**config.mk**
```make
export PLATFORM = sky130hd
export DESIGN_NAME = chaikin_path_smoother
export DESIGN_NICKNAME = d
export VERILOG_FILES = /design/src/cps_pkg.sv /design/src/cps_queue.sv /design/src/cps_front.sv /design/src/cps_stage.sv /design/src/chaikin_path_smoother.sv
export SDC_FILE = /design/constraint.sdc
export NUM_CORES = 2
export LEC_CHECK = 0
export ABC_AREA = 1
export BUFFER_PORTS_ARGS = -buffer_cell sky130_fd_sc_hd__buf_2
export CORE_MARGIN = 5
export CORE_UTILIZATION = 57
export CTS_CLUSTER_DIAMETER = 200
export DETAILED_ROUTE_END_ITERATION = 6
export HOLD_SLACK_MARGIN = 0.12
export PLACE_DENSITY = 0.73
export SYNTH_ARGS = -nofsm -noshare
export SYNTH_HDL_FRONTEND = slang
export SYNTH_SLANG_ARGS = --single-unit
```
**constraint.sdc**
```tcl
create_clock -name clk_i -period 7.3 [get_ports clk_i]
set_clock_uncertainty 0.2 [all_clocks]
set_input_delay 1.095 -clock clk_i [delete_from_list [all_inputs] [get_ports clk_i]]
set_output_delay 1.095 -clock clk_i [all_outputs]
set_load 0.01 [all_outputs]
```
**src/cps_pkg.sv**
```systemverilog
`default_nettype none

package cps_pkg;

  // Default build of the smoother
  localparam int unsigned DEF_MAX_PASSES  = 5;
  localparam int unsigned DEF_COORD_WIDTH = 32;

  // Depth of the queue between the front end and the pass cascade
  localparam int unsigned QUEUE_DEPTH = 4;

  // Register port: two 32-bit registers at byte addresses 0 and 4
  localparam int unsigned PADDR_W    = 3;
  localparam int unsigned PDATA_W    = 32;
  localparam int unsigned PASS_CNT_W = 3;

  // Register index, taken from paddr[2]
  localparam logic REG_SMOOTH_EN  = 1'b0;
  localparam logic REG_PASS_COUNT = 1'b1;

  // Register reset values
  localparam logic                  SMOOTH_EN_RESET  = 1'b1;
  localparam logic [PASS_CNT_W-1:0] PASS_COUNT_RESET = 3'd3;

endpackage

`default_nettype wire

```
**src/cps_queue.sv**
```systemverilog
`default_nettype none

module cps_queue #(
  parameter int unsigned Width = 8,
  parameter int unsigned Depth = cps_pkg::QUEUE_DEPTH
) (
  input  wire logic             clk_i,
  input  wire logic             rst_ni,
  input  wire logic             push_valid_i,
  input  wire logic [Width-1:0] push_data_i,
  output logic                  push_stall_o,
  output logic                  pop_valid_o,
  output logic      [Width-1:0] pop_data_o,
  input  wire logic             pop_stall_i
);

  localparam int unsigned PtrW = $clog2(Depth);
  localparam int unsigned CntW = $clog2(Depth + 1);

  logic [Width-1:0] mem_q [Depth];
  logic [PtrW-1:0]  wr_ptr_q, wr_ptr_d;
  logic [PtrW-1:0]  rd_ptr_q, rd_ptr_d;
  logic [CntW-1:0]  count_q, count_d;
  logic             push, pop;

  assign push_stall_o = (count_q == CntW'(Depth));
  assign pop_valid_o  = (count_q != '0);
  assign pop_data_o   = mem_q[rd_ptr_q];

  assign push = push_valid_i & ~push_stall_o;
  assign pop  = pop_valid_o & ~pop_stall_i;

  // Advance pointers with wrap at the queue depth
  always_comb begin
    wr_ptr_d = wr_ptr_q;
    rd_ptr_d = rd_ptr_q;
    count_d  = count_q;
    if (push) begin
      wr_ptr_d = (wr_ptr_q == PtrW'(Depth - 1)) ? '0 : wr_ptr_q + 1'b1;
    end
    if (pop) begin
      rd_ptr_d = (rd_ptr_q == PtrW'(Depth - 1)) ? '0 : rd_ptr_q + 1'b1;
    end
    if (push && !pop) begin
      count_d = count_q + 1'b1;
    end else if (pop && !push) begin
      count_d = count_q - 1'b1;
    end
  end

  always_ff @(posedge clk_i or negedge rst_ni) begin
    if (!rst_ni) begin
      wr_ptr_q <= '0;
      rd_ptr_q <= '0;
      count_q  <= '0;
    end else begin
      wr_ptr_q <= wr_ptr_d;
      rd_ptr_q <= rd_ptr_d;
      count_q  <= count_d;
    end
  end

  // Store the incoming transfer
  always_ff @(posedge clk_i) begin
    if (push) begin
      mem_q[wr_ptr_q] <= push_data_i;
    end
  end

  assert property (@(posedge clk_i) disable iff (!rst_ni) count_q <= CntW'(Depth))
    else $error("queue fill count beyond depth");

endmodule

`default_nettype wire

```
**src/cps_front.sv**
```systemverilog
`default_nettype none

module cps_front #(
  parameter int unsigned MaxPasses  = cps_pkg::DEF_MAX_PASSES,
  parameter int unsigned CoordWidth = cps_pkg::DEF_COORD_WIDTH,
  localparam int unsigned PassW     = $clog2(MaxPasses + 1),
  localparam int unsigned ItemW     = PassW + 1 + 2 * CoordWidth
) (
  input  wire logic                         clk_i,
  input  wire logic                         rst_ni,
  // register port
  input  wire logic                         psel,
  input  wire logic                         penable,
  input  wire logic                         pwrite,
  input  wire logic [cps_pkg::PADDR_W-1:0]  paddr,
  input  wire logic [cps_pkg::PDATA_W-1:0]  pwdata,
  output logic      [cps_pkg::PDATA_W-1:0]  prdata,
  output logic                              pready,
  // waypoint input
  input  wire logic                         point_valid_i,
  output logic                              point_stall_o,
  input  wire logic signed [CoordWidth-1:0] point_x_i,
  input  wire logic signed [CoordWidth-1:0] point_y_i,
  input  wire logic                         point_last_i,
  // tagged item toward the queue
  output logic                              item_valid_o,
  output logic      [ItemW-1:0]             item_data_o,
  input  wire logic                         item_stall_i
);

  localparam int unsigned CntW = cps_pkg::PASS_CNT_W;

  logic             smoothing_enable_q;
  logic [CntW-1:0]  pass_count_q;
  logic             cfg_write;
  logic             reg_idx;
  logic [CntW-1:0]  sat_count;
  logic [PassW-1:0] pass_sel;
  logic             accept;
  logic             valid_q, valid_d;
  logic [ItemW-1:0] data_q;

  assign pready    = 1'b1;
  assign reg_idx   = paddr[2];
  assign cfg_write = psel & penable & pwrite;

  // Write the configuration registers
  always_ff @(posedge clk_i or negedge rst_ni) begin
    if (!rst_ni) begin
      smoothing_enable_q <= cps_pkg::SMOOTH_EN_RESET;
      pass_count_q       <= cps_pkg::PASS_COUNT_RESET;
    end else if (cfg_write) begin
      unique case (reg_idx)
        cps_pkg::REG_SMOOTH_EN:  smoothing_enable_q <= pwdata[0];
        cps_pkg::REG_PASS_COUNT: pass_count_q       <= pwdata[CntW-1:0];
      endcase
    end
  end

  // Read back
  always_comb begin
    prdata = '0;
    unique case (reg_idx)
      cps_pkg::REG_SMOOTH_EN:  prdata[0]      = smoothing_enable_q;
      cps_pkg::REG_PASS_COUNT: prdata[CntW-1:0] = pass_count_q;
    endcase
  end

  // Classify: number of passes this waypoint runs through
  assign sat_count = (pass_count_q > CntW'(MaxPasses)) ? CntW'(MaxPasses) : pass_count_q;
  assign pass_sel  = smoothing_enable_q ? PassW'(sat_count) : '0;

  // Hold the tagged item until the queue takes it
  assign point_stall_o = valid_q & item_stall_i;
  assign accept        = point_valid_i & ~point_stall_o;

  always_comb begin
    valid_d = valid_q;
    if (accept) begin
      valid_d = 1'b1;
    end else if (!item_stall_i) begin
      valid_d = 1'b0;
    end
  end

  always_ff @(posedge clk_i or negedge rst_ni) begin
    if (!rst_ni) begin
      valid_q <= 1'b0;
    end else begin
      valid_q <= valid_d;
    end
  end

  always_ff @(posedge clk_i) begin
    if (accept) begin
      data_q <= {pass_sel, point_last_i, point_y_i, point_x_i};
    end
  end

  assign item_valid_o = valid_q;
  assign item_data_o  = data_q;

endmodule

`default_nettype wire

```
**src/cps_stage.sv**
```systemverilog
`default_nettype none

module cps_stage #(
  parameter int unsigned MaxPasses  = cps_pkg::DEF_MAX_PASSES,
  parameter int unsigned CoordWidth = cps_pkg::DEF_COORD_WIDTH,
  parameter int unsigned StageIdx   = 0,
  localparam int unsigned PassW     = $clog2(MaxPasses + 1),
  localparam int unsigned ItemW     = PassW + 1 + 2 * CoordWidth
) (
  input  wire logic             clk_i,
  input  wire logic             rst_ni,
  input  wire logic             in_valid_i,
  input  wire logic [ItemW-1:0] in_data_i,
  output logic                  in_stall_o,
  output logic                  out_valid_o,
  output logic      [ItemW-1:0] out_data_o,
  input  wire logic             out_stall_i
);

  localparam int unsigned W = CoordWidth;

  // floor((3a + p) / 4) on signed coordinates, exact
  function automatic logic [W-1:0] mix31(input logic [W-1:0] a, input logic [W-1:0] p);
    logic signed [W+1:0] sa;
    logic signed [W+1:0] sp;
    logic signed [W+1:0] sum;
    sa  = {{2{a[W-1]}}, a};
    sp  = {{2{p[W-1]}}, p};
    sum = (sa <<< 1) + sa + sp;
    return sum[W+1:2];
  endfunction

  logic [W-1:0]     in_x, in_y;
  logic             in_last;
  logic [PassW-1:0] in_pass;
  logic             active;

  logic [W-1:0]     prev_x_q, prev_y_q;
  logic             has_prev_q, first_seg_q;

  logic [ItemW-1:0] q_item, r_item;
  logic [ItemW-1:0] first_data, second_data;
  logic             second_v;

  logic             out_v_q, out_v_d;
  logic [ItemW-1:0] out_data_q;
  logic             pend_v_q, pend_v_d;
  logic [ItemW-1:0] pend_data_q;
  logic             out_free, accept;

  assign in_x    = in_data_i[W-1:0];
  assign in_y    = in_data_i[2*W-1:W];
  assign in_last = in_data_i[2*W];
  assign in_pass = in_data_i[ItemW-1 -: PassW];
  assign active  = (in_pass > PassW'(StageIdx));

  // Cut points toward the previous and toward the new point
  assign q_item = {in_pass, 1'b0, mix31(prev_y_q, in_y), mix31(prev_x_q, in_x)};
  assign r_item = {in_pass, 1'b0, mix31(in_y, prev_y_q), mix31(in_x, prev_x_q)};

  // Pick the one or two points this item emits
  always_comb begin
    first_data  = in_data_i;
    second_data = in_data_i;
    second_v    = 1'b0;
    if (active && has_prev_q) begin
      if (!first_seg_q) begin
        first_data  = q_item;
        second_data = in_last ? in_data_i : r_item;
        second_v    = 1'b1;
      end else begin
        first_data  = in_last ? in_data_i : r_item;
      end
    end
  end

  // Take a new transfer only when both output slots are free
  assign out_free   = ~out_v_q | ~out_stall_i;
  assign in_stall_o = pend_v_q | ~out_free;
  assign accept     = in_valid_i & ~in_stall_o;

  always_comb begin
    out_v_d  = out_v_q;
    pend_v_d = pend_v_q;
    if (out_free) begin
      if (pend_v_q) begin
        out_v_d  = 1'b1;
        pend_v_d = 1'b0;
      end else if (accept) begin
        out_v_d  = 1'b1;
        pend_v_d = second_v;
      end else begin
        out_v_d  = 1'b0;
      end
    end
  end

  always_ff @(posedge clk_i or negedge rst_ni) begin
    if (!rst_ni) begin
      out_v_q  <= 1'b0;
      pend_v_q <= 1'b0;
    end else begin
      out_v_q  <= out_v_d;
      pend_v_q <= pend_v_d;
    end
  end

  always_ff @(posedge clk_i) begin
    if (out_free && pend_v_q) begin
      out_data_q <= pend_data_q;
    end else if (accept) begin
      out_data_q <= first_data;
    end
    if (accept) begin
      pend_data_q <= second_data;
    end
  end

  // Track the path in progress through this pass
  always_ff @(posedge clk_i or negedge rst_ni) begin
    if (!rst_ni) begin
      has_prev_q  <= 1'b0;
      first_seg_q <= 1'b1;
    end else if (accept && active) begin
      if (!has_prev_q) begin
        has_prev_q  <= ~in_last;
        first_seg_q <= 1'b1;
      end else if (!in_last) begin
        first_seg_q <= 1'b0;
      end else begin
        has_prev_q  <= 1'b0;
        first_seg_q <= 1'b1;
      end
    end
  end

  always_ff @(posedge clk_i) begin
    if (accept && active && !in_last) begin
      prev_x_q <= in_x;
      prev_y_q <= in_y;
    end
  end

  assign out_valid_o = out_v_q;
  assign out_data_o  = out_data_q;

  assert property (@(posedge clk_i) disable iff (!rst_ni) pend_v_q |-> out_v_q)
    else $error("second point pending without a first point shown");

  assert property (@(posedge clk_i) disable iff (!rst_ni) !has_prev_q |-> first_seg_q)
    else $error("idle pass stage not armed for a first segment");

  assert property (@(posedge clk_i) disable iff (!rst_ni) (accept && second_v) |=> pend_v_q)
    else $error("second point of a transfer dropped");

endmodule

`default_nettype wire

```
**src/chaikin_path_smoother.sv**
```systemverilog
`default_nettype none

// Channel    Direction  Handshake                      Payload
// point      in         point_valid_i / point_stall_o  point_x_i, point_y_i, point_last_i
// smooth     out        smooth_valid_o / smooth_stall_i smooth_x_o, smooth_y_o, smooth_last_o
// register   in/out     psel, penable, pwrite, pready  paddr, pwdata, prdata
//
// Each pass stage emits one point per cycle while its output is not stalled; a stage that
// cuts a corner makes two points from one and stalls its input while the second waits. A
// waypoint run through P passes yields up to 2**P results, one per cycle at the last stage
// while smooth_stall_i is low. A lone point passes the front-end register, the queue and
// each stage's output register in turn. Reset clears all handshake and path-tracking state;
// configuration returns to smoothing on with three passes. A stall at the output backs up
// stage by stage into the queue, which keeps accepting waypoints until it is full.

module chaikin_path_smoother #(
  parameter int unsigned MaxPasses  = cps_pkg::DEF_MAX_PASSES,
  parameter int unsigned CoordWidth = cps_pkg::DEF_COORD_WIDTH
) (
  input  wire logic                         clk_i,
  input  wire logic                         rst_ni,
  input  wire logic                         psel,
  input  wire logic                         penable,
  input  wire logic                         pwrite,
  input  wire logic [cps_pkg::PADDR_W-1:0]  paddr,
  input  wire logic [cps_pkg::PDATA_W-1:0]  pwdata,
  output logic      [cps_pkg::PDATA_W-1:0]  prdata,
  output logic                              pready,
  input  wire logic                         point_valid_i,
  output logic                              point_stall_o,
  input  wire logic signed [CoordWidth-1:0] point_x_i,
  input  wire logic signed [CoordWidth-1:0] point_y_i,
  input  wire logic                         point_last_i,
  output logic                              smooth_valid_o,
  input  wire logic                         smooth_stall_i,
  output logic signed [CoordWidth-1:0]      smooth_x_o,
  output logic signed [CoordWidth-1:0]      smooth_y_o,
  output logic                              smooth_last_o
);

  localparam int unsigned PassW = $clog2(MaxPasses + 1);
  localparam int unsigned ItemW = PassW + 1 + 2 * CoordWidth;

  logic             item_valid, item_stall;
  logic [ItemW-1:0] item_data;

  logic             link_valid [MaxPasses+1];
  logic             link_stall [MaxPasses+1];
  logic [ItemW-1:0] link_data  [MaxPasses+1];

  // Front end: register port, classify and hold each waypoint
  cps_front #(
    .MaxPasses (MaxPasses),
    .CoordWidth(CoordWidth)
  ) u_front (
    .clk_i        (clk_i),
    .rst_ni       (rst_ni),
    .psel         (psel),
    .penable      (penable),
    .pwrite       (pwrite),
    .paddr        (paddr),
    .pwdata       (pwdata),
    .prdata       (prdata),
    .pready       (pready),
    .point_valid_i(point_valid_i),
    .point_stall_o(point_stall_o),
    .point_x_i    (point_x_i),
    .point_y_i    (point_y_i),
    .point_last_i (point_last_i),
    .item_valid_o (item_valid),
    .item_data_o  (item_data),
    .item_stall_i (item_stall)
  );

  // Decouple the front end from the pass cascade
  cps_queue #(
    .Width(ItemW),
    .Depth(cps_pkg::QUEUE_DEPTH)
  ) u_queue (
    .clk_i       (clk_i),
    .rst_ni      (rst_ni),
    .push_valid_i(item_valid),
    .push_data_i (item_data),
    .push_stall_o(item_stall),
    .pop_valid_o (link_valid[0]),
    .pop_data_o  (link_data[0]),
    .pop_stall_i (link_stall[0])
  );

  // Back end: one corner-cutting stage per pass
  for (genvar s = 0; s < MaxPasses; s++) begin : g_stage
    cps_stage #(
      .MaxPasses (MaxPasses),
      .CoordWidth(CoordWidth),
      .StageIdx  (s)
    ) u_stage (
      .clk_i      (clk_i),
      .rst_ni     (rst_ni),
      .in_valid_i (link_valid[s]),
      .in_data_i  (link_data[s]),
      .in_stall_o (link_stall[s]),
      .out_valid_o(link_valid[s+1]),
      .out_data_o (link_data[s+1]),
      .out_stall_i(link_stall[s+1])
    );
  end

  assign link_stall[MaxPasses] = smooth_stall_i;
  assign smooth_valid_o        = link_valid[MaxPasses];
  assign smooth_x_o            = link_data[MaxPasses][CoordWidth-1:0];
  assign smooth_y_o            = link_data[MaxPasses][2*CoordWidth-1:CoordWidth];
  assign smooth_last_o         = link_data[MaxPasses][2*CoordWidth];

endmodule

`default_nettype wire
```
==> results.py <==
metrics = {
    "run_status": {
        "status": "finished with violations",
        "failed_checks": "DRC",
    },
    "yosys": {
        "ys_async_sr_fraction_pct": 2.343,
        "syn_area_mm2": 0.1110,
        "yosys_warnings": 0,
        "synth_edf_count": 1334,
        "syn_inst": 13295,
        "yosysSeqAreaShare_pct": 36.81,
        "syn_avg_cell_area_um2": 8.352,
        "synth_area_leader_cell": "edfxtp_1",
        "yosysUniqueCellTypes": 73,
        "yosys_register_bits": 1366,
        "ys.flop_type": "edfxtp_1",
        "synthTopCellsByArea": "edfxtp_1, fa_1, nand2_1, ha_1, a21oi_1",
        "synth_top_area_share_pct": 36.08,
        "synth_most_common_cell": "nand2_1",
        "synth_common_cells": "nand2_1, inv_1, edfxtp_1",
    },
    "die": {
        "die_h_um": 451.4,
        "ioPinCount": 207,
        "initial_core_util_pct": 57.12,
        "rows": 162,
        "die_width_um": 451.4,
        "die_area_mm2": 0.2037,
        "core_mm2": 0.1944,
    },
    "critical_path": {
        "crit_family": "buffers and inverters",
        "endpoint_kind": "flop",
        "start_kind": "flop",
        "cp_num_buf_inv": 3,
        "cp_data_required_time_ns": 7.66,
        "path_max_fanout": 89,
        "cp_common_cell": "nand2_1",
        "crit_arrival_ns": 6.36,
        "path_cells": "inv_4 > buf_4 > o21ai_0 > o22ai_1 > fa_1 > ha_1 > nand2_1 > nor2_1 > nor3b_1 > nand2_1 > nand2_1 > nand2_1 > a21oi_1 > nand2_1 > nand2_1 > nand2_1 > nand2_1 > o21ai_0 > inv_1 > a21oi_1",
        "cpPeakStageDelay_ns": 0.79,
        "crit_type": "flop to flop",
        "slowest_stage": "inv_4",
    },
    "routing": {
        "wl_per_cell_um": 22.00,
        "vias": 96813,
        "vias_per_cell": 6.039,
        "initialDrtViolationCount": 9870,
        "wl_um": 352700,
        "drc": 5,
        "postRouteAntennaNets": 0,
        "drt_pass1_iterations": 7,
    },
    "clock_tree": {
        "cts.root.buffer_cell": "clkbuf_16",
        "post_cts_resize_count": 0,
        "postCtsSetupBuffers": 0,
        "cts_buffers": 154,
        "cts_sinks": 1366,
        "h-tree-depth": 4,
        "clkLatencyLatePin_ns": 0.84,
        "cts_hold_buf": 0,
        "cts_tree": "built",
        "clk_path_buf_depth": 3,
        "clkTransAtPathRegs_ns": 0.06,
    },
    "final_layout": {
        "final_cells": 16030,
        "areaGrowthSynthToFinish_pct": 7.843,
        "nets": 14733,
        "drive_above_1_share_pct": 6.067,
    },
    "sta": {
        "rsz0062_at_grt": "no",
        "slew_violations": 0,
        "slew_headroom_pct": 13.85,
        "post-route-period-util_pct": 82.29,
        "whs_ns": 0.2128,
        "fmax_mhz": 166.5,
        "min_period_ns": 6.007,
        "setup_viol_count_final": 0,
        "tightest_slew_ns": 1.279,
        "hold_viol": 0,
        "finalSetupTns_ns": 0,
    },
    "placed_design": {
        "io_buffers": 145,
        "place.gp.congestion": 1.009,
        "post-dp-hpwl_um": 271700,
        "post-place-cells": 15745,
    },
    "global_route": {
        "grt_max_degree": 136,
        "antenna_found_initial": 9,
        "track_usage_pct": 34.08,
        "grt_pass1_wl_um": 544900,
        "grt_pass1_vias": 94641,
        "grt-ovfl-total": 0,
    },
    "hold_path": {
        "holdCritPathClass": "flop to flop",
    },
    "job": {
        "drv_cap": 0,
    },
}
[flip-flops by register name (all words and copies together) (netlist names)]
| register | count |
|---|---|
| g_stage.u_stage.out_data_o | 337 |
| g_stage.u_stage.pend_data_q | 337 |
| u_queue.mem_q | 272 |
| g_stage.u_stage.prev_x_q | 160 |
| g_stage.u_stage.prev_y_q | 160 |
| u_front.item_data_o | 68 |
| g_stage.u_stage.first_seg_q | 5 |
| g_stage.u_stage.has_prev_q | 5 |
| g_stage.u_stage.out_valid_o | 5 |
| g_stage.u_stage.pend_v_q | 5 |
| u_front.pass_count_q | 3 |
| u_queue.count_q | 3 |
| u_queue.rd_ptr_q | 2 |
| u_queue.wr_ptr_q | 2 |
| u_front.item_valid_o | 1 |
| u_front.smoothing_enable_q | 1 |
[cells in the final DEF (no fill, tap or decap), types with 78 or more instances in the layout]
cell          n
or2_2       193
buf_4       105
nor3_1      151
buf_2       145
fa_1        641
o21ai_0    1066
xor2_1       95
a21o_1      110
nor2_1     1191
nand3_1     873
nand2_1    2843
a31oi_1     141
ha_1        626
a21oi_1    1302
inv_1      1431
xnor2_1      78
clkbuf_16   154
edfxtp_1   1334
[worst paths after layout]
check                                                              end  cells after the start  slack (ns)                                       from
min reg2reg                 g_stage[4].u_stage.first_seg_q$_DFFE_PN1P_                      1        0.21  g_stage[4].u_stage.has_prev_q$_DFFE_PN0P_
max in group asynchronous              u_queue.rd_ptr_q[0]$_DFFE_PN0P_                      1        5.91                                     rst_ni
max                        g_stage[0].u_stage.out_data_o[57]$_DFFE_PP_                     20        1.29            u_queue.rd_ptr_q[0]$_DFFE_PN0P_
min in group asynchronous              u_queue.rd_ptr_q[1]$_DFFE_PN0P_                      1        0.22                                     rst_ni
min                         g_stage[4].u_stage.first_seg_q$_DFFE_PN1P_                      1        0.21  g_stage[4].u_stage.has_prev_q$_DFFE_PN0P_
max reg2reg                g_stage[0].u_stage.out_data_o[57]$_DFFE_PP_                     20        1.29            u_queue.rd_ptr_q[0]$_DFFE_PN0P_
[metal layers]
metal	routed length, um	track usage, %	vias up
met4	18560	15.32	4
met2	163200	55.70	4067
met3	25870	5.016	817
met5	33	0	-
li1	-	-	45610
met1	145100	45.37	46315
[stage by stage]
step	worst slack (ns)	utilization [%]	area, um^2
finish	1.293	61.60	119700
CTS	1.349	61.60	119700
detailed placement	1.394	58.86	114400
global route	0.8051	61.60	119700
global placement	1.459	58.86	114400
floorplan	-0.02496	-	111200
[area by class of cell]
class | count | area (um^2)
antenna | 5 | 12.51
inverter | 1456 | 5469
tap | 2542 | 3181
multi-input combinational | 10126 | 63270
timing repair buffer | 255 | 1614
sequential | 1366 | 40870
clock buffer | 184 | 3996
clock inverter | 96 | 1331
fill | 16837 | 74640
[cell families (layout without fill, tap and decap cells)]
kind of cell	after synthesis	in the layout	synth area share [%]
compound gates	3126	3126	15.71
fa+ha+maj	1267	1267	18.61
simple gates	5526	5526	20.96
buf+inv	1831	1991	6.501
mux	4	4	0.03719
other cells	2	35	0.006763
xor+xnor	173	173	1.365
flops	1366	1366	36.81
Power is not shown: default switching activity piles up to over one toggle a cycle in this logic, so the estimate is an artifact.
